[src/sv/brsc_pkg.sv]
// Shared constants, types and helper functions of the bounded run sequence counter.
package brsc_pkg;

  // Largest count that the table covers; larger input counts saturate to it.
  localparam int MAX_COUNT  = 128;
  localparam int TABLE_SIDE = MAX_COUNT + 1;
  localparam int CNT_W      = $clog2(TABLE_SIDE);
  localparam int ADDR_W     = $clog2(TABLE_SIDE * TABLE_SIDE);
  localparam int FIELD_W    = 8;
  localparam int CMP_W      = ((CNT_W > FIELD_W) ? CNT_W : FIELD_W) + 1;
  localparam int VAL_W      = 27;

  localparam logic [VAL_W-1:0] MODULUS = VAL_W'(100000000);

  // Configuration register indexes.
  localparam logic REG_MAX_RUN_A = 1'b0;
  localparam logic REG_MAX_RUN_B = 1'b1;

  // Operations of the shared modular unit.
  localparam logic ALU_ADD = 1'b0;
  localparam logic ALU_SUB = 1'b1;

  typedef logic [VAL_W-1:0]  val_t;
  typedef logic [CNT_W-1:0]  cnt_t;
  typedef logic [ADDR_W-1:0] addr_t;

  // Read and write controls from the sequencer to the prefix-sum tables.
  typedef struct packed {
    addr_t p1_raddr_hi;
    addr_t p1_raddr_lo;
    cnt_t  p0_raddr;
    logic  p1_we;
    addr_t p1_waddr;
    logic  p0_we;
    cnt_t  p0_waddr;
  } tbl_req_t;

  // Clamp an input count to the covered range.
  function automatic cnt_t sat_count(input logic [FIELD_W-1:0] c);
    if (int'(c) > MAX_COUNT) begin
      return CNT_W'(MAX_COUNT);
    end
    return CNT_W'(c);
  endfunction

  // Flat address of table entry (row, col).
  function automatic addr_t cell_addr(input cnt_t row, input cnt_t col);
    return ADDR_W'(row) * ADDR_W'(TABLE_SIDE) + ADDR_W'(col);
  endfunction

endpackage

[src/sv/brsc_modalu.sv]
// Shared modular add and subtract unit, modulo 100000000.
module brsc_modalu import brsc_pkg::*; (
  input  logic op,
  input  val_t x,
  input  val_t y,
  output val_t result
);

  logic [VAL_W:0] sum;
  logic [VAL_W:0] diff;

  // Both operands are below the modulus, so one correction step suffices.
  always_comb begin
    sum  = {1'b0, x} + {1'b0, y};
    diff = {1'b0, x} - {1'b0, y};
    case (op)
      ALU_ADD: begin
        if (sum >= {1'b0, MODULUS}) begin
          result = VAL_W'(sum - {1'b0, MODULUS});
        end else begin
          result = VAL_W'(sum);
        end
      end
      ALU_SUB: begin
        if (x < y) begin
          result = VAL_W'(diff + {1'b0, MODULUS});
        end else begin
          result = VAL_W'(diff);
        end
      end
      default: begin
        result = '0;
      end
    endcase
  end

endmodule

[config.mk]
export PLATFORM = sky130hd
export DESIGN_NAME = brsc_modalu
export DESIGN_NICKNAME = d
export VERILOG_FILES = /design/src/sv/brsc_pkg.sv /design/src/sv/brsc_modalu.sv
export SDC_FILE = /design/constraint.sdc
export NUM_CORES = 1
export LEC_CHECK = 0
export ABC_AREA = 0
export BUFFER_PORTS_ARGS = -buffer_cell sky130_fd_sc_hd__buf_2
export CORE_ASPECT_RATIO = 1.5
export CORE_MARGIN = 2
export CORE_UTILIZATION = 60
export DETAILED_ROUTE_END_ITERATION = 8
export MAX_ROUTING_LAYER = met4
export PLACE_DENSITY = 0.87
export RECOVER_POWER = 100
export SYNTH_ARGS = -nofsm -noshare
export SYNTH_HDL_FRONTEND = slang
export SYNTH_SLANG_ARGS = --single-unit
[constraint.sdc]
create_clock -name vclk -period 8.6
set_input_delay 2.15 -clock vclk [all_inputs]
set_output_delay 2.15 -clock vclk [all_outputs]
set_load 0.1 [all_outputs]
# Yosys cells after proc, flatten, opt, wreduce, memory -nomap -nowiden
# Index checks and enable logic that the tools add are counted.
# totals
regBits	0
output_inout_bits	27
# classes
add_sub_neg	4
n_lt_le_gt_ge	2
n_mux	3
bitwise_logic	1
# op_table
op	n
27-bit two-way mux	2
27-bit one-hot mux with 2 select lines	1
27-bit by 27-bit adder with 28-bit output	1
28-bit by 27-bit >= comparator with 1-bit output (second input constant)	1
27-bit adder (second input constant)	1
27-bit < comparator	1
27-bit subtractor	1
27-bit subtractor (second input constant)	1
1-bit inverter	1

# Longest topological paths before layout
# logic_depth
depth_word	4
mapped_depth	19
depth_no_buf	18

# Least setup slack after synthesis
# Ideal clock, no wire load.
# synth_path
path_type	input-to-output
start	input port y[1]
end	output port result[23]
arrival_time_ns	7.654
t_required_ns	6.450
path_slack_ns	-1.204
cell_stages	17
n_path_buf	1
path_cell_list	inv_1 ha_1 nand2b_1 a2111oi_2 or3_1 a21oi_1 xnor2_1 ha_1 nand4_1 nor3_1 nand4_1 a2111oi_2 o2111ai_2 and2_1 buf_6 o311a_1 a211oi_1
# synth_between
elab_chain_cells	4
word_cells_on_any_way	9
cone_classes	4 x add/sub; 2 x order compare; 3 x mux
# synth_lines
element	line	text
start, declared	brsc_modalu.sv:5	input val_t y,
27-bit subtractor or 27-bit by 27-bit adder with 28-bit output (tied branches)	brsc_modalu.sv:15, brsc_modalu.sv:14	
27-bit adder, or another cell as far along	brsc_modalu.sv:26	result = VAL_W'(diff + {1'b0, MODULUS});
27-bit two-way mux, on equally long branches	brsc_modalu.sv:25, brsc_modalu.sv:18	
27-bit one-hot mux with 2 select lines *	brsc_modalu.sv:16	case (op)
end, declared	brsc_modalu.sv:6	output val_t result
# Every way passes the cells marked *; elsewhere a longest branch is shown, timed or not.

# Final worst setup path
# layout_path
start	input port x[0]
end	output port result[24]
# layout_between
elab_chain_cells	4
word_cells_on_any_way	9
cone_classes	4 x add/sub; 2 x order compare; 3 x mux
# layout_lines
element	line	text
start, declared	brsc_modalu.sv:4	input val_t x,
27-bit subtractor or 27-bit by 27-bit adder with 28-bit output (tied branches)	brsc_modalu.sv:15, brsc_modalu.sv:14	
27-bit adder, or another cell as far along	brsc_modalu.sv:26	
27-bit two-way mux, on equally long branches	brsc_modalu.sv:25, brsc_modalu.sv:18	
27-bit one-hot mux with 2 select lines *	brsc_modalu.sv:16	
# Marked as above.

==> run metrics <==
Pre-antenna DRT Iters 6; Die Area 8190 um2; CP max stage delay 0.54 ns; worst-path maximum fanout 5; worst path bufs/invs 4; Slowest-stage cell, CP a2111oi_1; xor-xnor portion of the synthesized cell area 12.5%; run status complete, no violations; critical setup path kind in -> out; Cells after Synth 659; count of clock buffers in the final design 0; DR WL/cell 17.7 um; core area 7230 um2; Worst Hold End result[2]; sequential cell count 0; register area 0 um2; Slew HR 8.32%; Setup crit start kind input pin; final worst path period need 8.45 ns; crit path capture type output port; hold path startpoint x[2]; Pwr Density 177 nW/um2; period utilization 98.3%; synthesized area 4480 um2; area share of the largest cell type after synthesis 15.9%; DRC viols 0; worst setup path startpoint x[0]; port bufs 82; Compound-Gate Fraction of Synth Area 37.6%; Design Area, Final 5410 um2; Final Setup Violations 0; placed cell area 5360 um2; Via Count 5428; Initial Util 62.0%; Cell Chain, Critical Path buf_2, inv_1, ha_1, inv_1, fa_1, a211oi_1, o21ai_0, a21oi_1, xor2_1, nor4_1, a2111oi_2, o21ai_1, a2111oi_1, xor2_1, a22oi_1, nand2_1, buf_12; diodes inserted 0; final WL 14800 um; pre-CTS WS 0.0312 ns; WP data required 6.45 ns; first-pass GRT wire length 22600 um; Syn. warnings 0; syn_nets 773; Syn Area/Cell 6.80 um2; RSZ-0062 raised after global routing yes; all-layer global routing usage 35.6%; VDD IR max 0.194 mV; sequential share of the synthesized area 0%; synth cell count leaders 73 x a21oi_1, 57 x ha_1, 57 x inv_1; max cap viols 0; synthesis-to-layout area growth 20.8%; Synth Area in Adders 16.8%; worst hold path type in -> out; leading area contributor after synthesis ha_1; proportion of synthesized area in mux cells 2.04%; DPL Wire Length 12200 um; Hold Buf Count CTS 0; num ports 82; Die X 74.5 um; Max Clock Freq 0.118 GHz; top post-synthesis cells by area ha_1 16%, xnor2_1 8.4%, a21oi_1 8.2%, inv_1 4.8%, nor2_1 4.7%; family with the most delay on the worst path compound AO/OA/AOI/OAI gates; Synth cell types 85; simple-gate share of the synthesized area 22.7%; initial antenna violation count 0; pins over their slew limit 0; Fin. Hold Viols 0; DR vias/cell 6.51; net count reported at finish 850; vias in the first global route 5020; CP Data Arrival Time 6.30 ns; pin count of the biggest net entering global routing 46; Min-Delay Path Depth 4; layout cells sized above 1 19.9%; leakage power total 0.00234 uW; worst slew pin tran 1.36 ns; count leader, synth a21oi_1; gpl congestion 0.959; antenna-violating nets left 0; DRT iter0 DRCs 412; Die Ht 110 um; # rows 38; main combinational cell family by area after synthesis compound AO/OA/AOI/OAI gates; GR Overflow Total 0; Tot Pwr 958 uW; worst setup margin 0.148 ns
[cell type report]
| type | instances | area [um2] |
|---|---|---|
| multi-input cells | 568 | 4230 |
| inverters | 64 | 240 |
| repair buffers | 102 | 812 |
| fillers | 593 | 1820 |
| well taps | 100 | 125 |
[kinds of logic (layout without fill, tap and decap cells)]
kind of cell | count (synthesis) | after routing
AO/OA/AOI/OAI | 236 | 236
AND/OR/NAND/NOR | 201 | 201
buffers and inverters | 91 | 166
XOR/XNOR | 63 | 63
adder cells (fa/ha/maj) | 59 | 59
multiplexers | 9 | 9
[routing by layer]
| metal | global-route usage (%) | share of wire [%] | up-vias |
|---|---|---|---|
| met4 | 19.6 | 6.3 | 0 |
| met1 | 36.1 | 36 | 2499 |
| li1 | - | - | 2593 |
| met3 | 2.29 | 4.4 | 76 |
| met2 | 65.7 | 53 | 260 |
| met5 | - | 0 | - |
[placed cells by master (no fill, tap or decap), types with 18 or more instances in the layout]
cell type,n
a21oi_1,73
inv_1,57
nor2_1,56
buf_2,56
ha_1,55
nand2_1,42
xnor2_1,41
nor3_1,21
o21ai_0,20
buf_4,20
xor2_1,19
nand3_1,18
[what timing repair did]
action | in CTS | in global routing
endpoints found under the hold margin | 0 | 0
gates resized for setup | 1 | 13
setup buffers | 0 | 0
setup endpoints to repair | 1 | 17
[worst min-delay path: cells and delay by family]
| kind | cells | cell delay (ns) |
|---|---|---|
| xor+xnor | 1 | 0.10 |
| fa+ha+maj | 1 | 0.30 |
| buf+inv | 2 | 0.37 |
[metrics by stage]
stage	hold slack, ns	setup TNS (ns)	utilization (%)	instances
floorplan	4.78	-0.237	-	659
global placement	4.87	0	74.1	834
detailed placement	4.90	0	74.1	834
CTS	4.90	0	74.1	834
global route	5.11	-0.243	74.9	834
finish	5.07	0	74.9	834
[worst max-delay path by stage]
stage	endpoint	depth (start not counted)
final	result[24]	17
after global routing	result[23]	18
after CTS	result[23]	18
after detailed placement	result[23]	18
after global placement	result[9]	18
after floorplan	result[23]	17
[report_power, final]
part / total [uW] / internal (uW) / leakage, uW / switching [uW]
combinational: 958 / 319 / 0.00234 / 639
sequential: 0 / 0 / 0 / 0
clock: 0 / 0 / 0 / 0
total: 958 / 319 / 0.00234 / 639
Power figures use the tool's default switching activity.
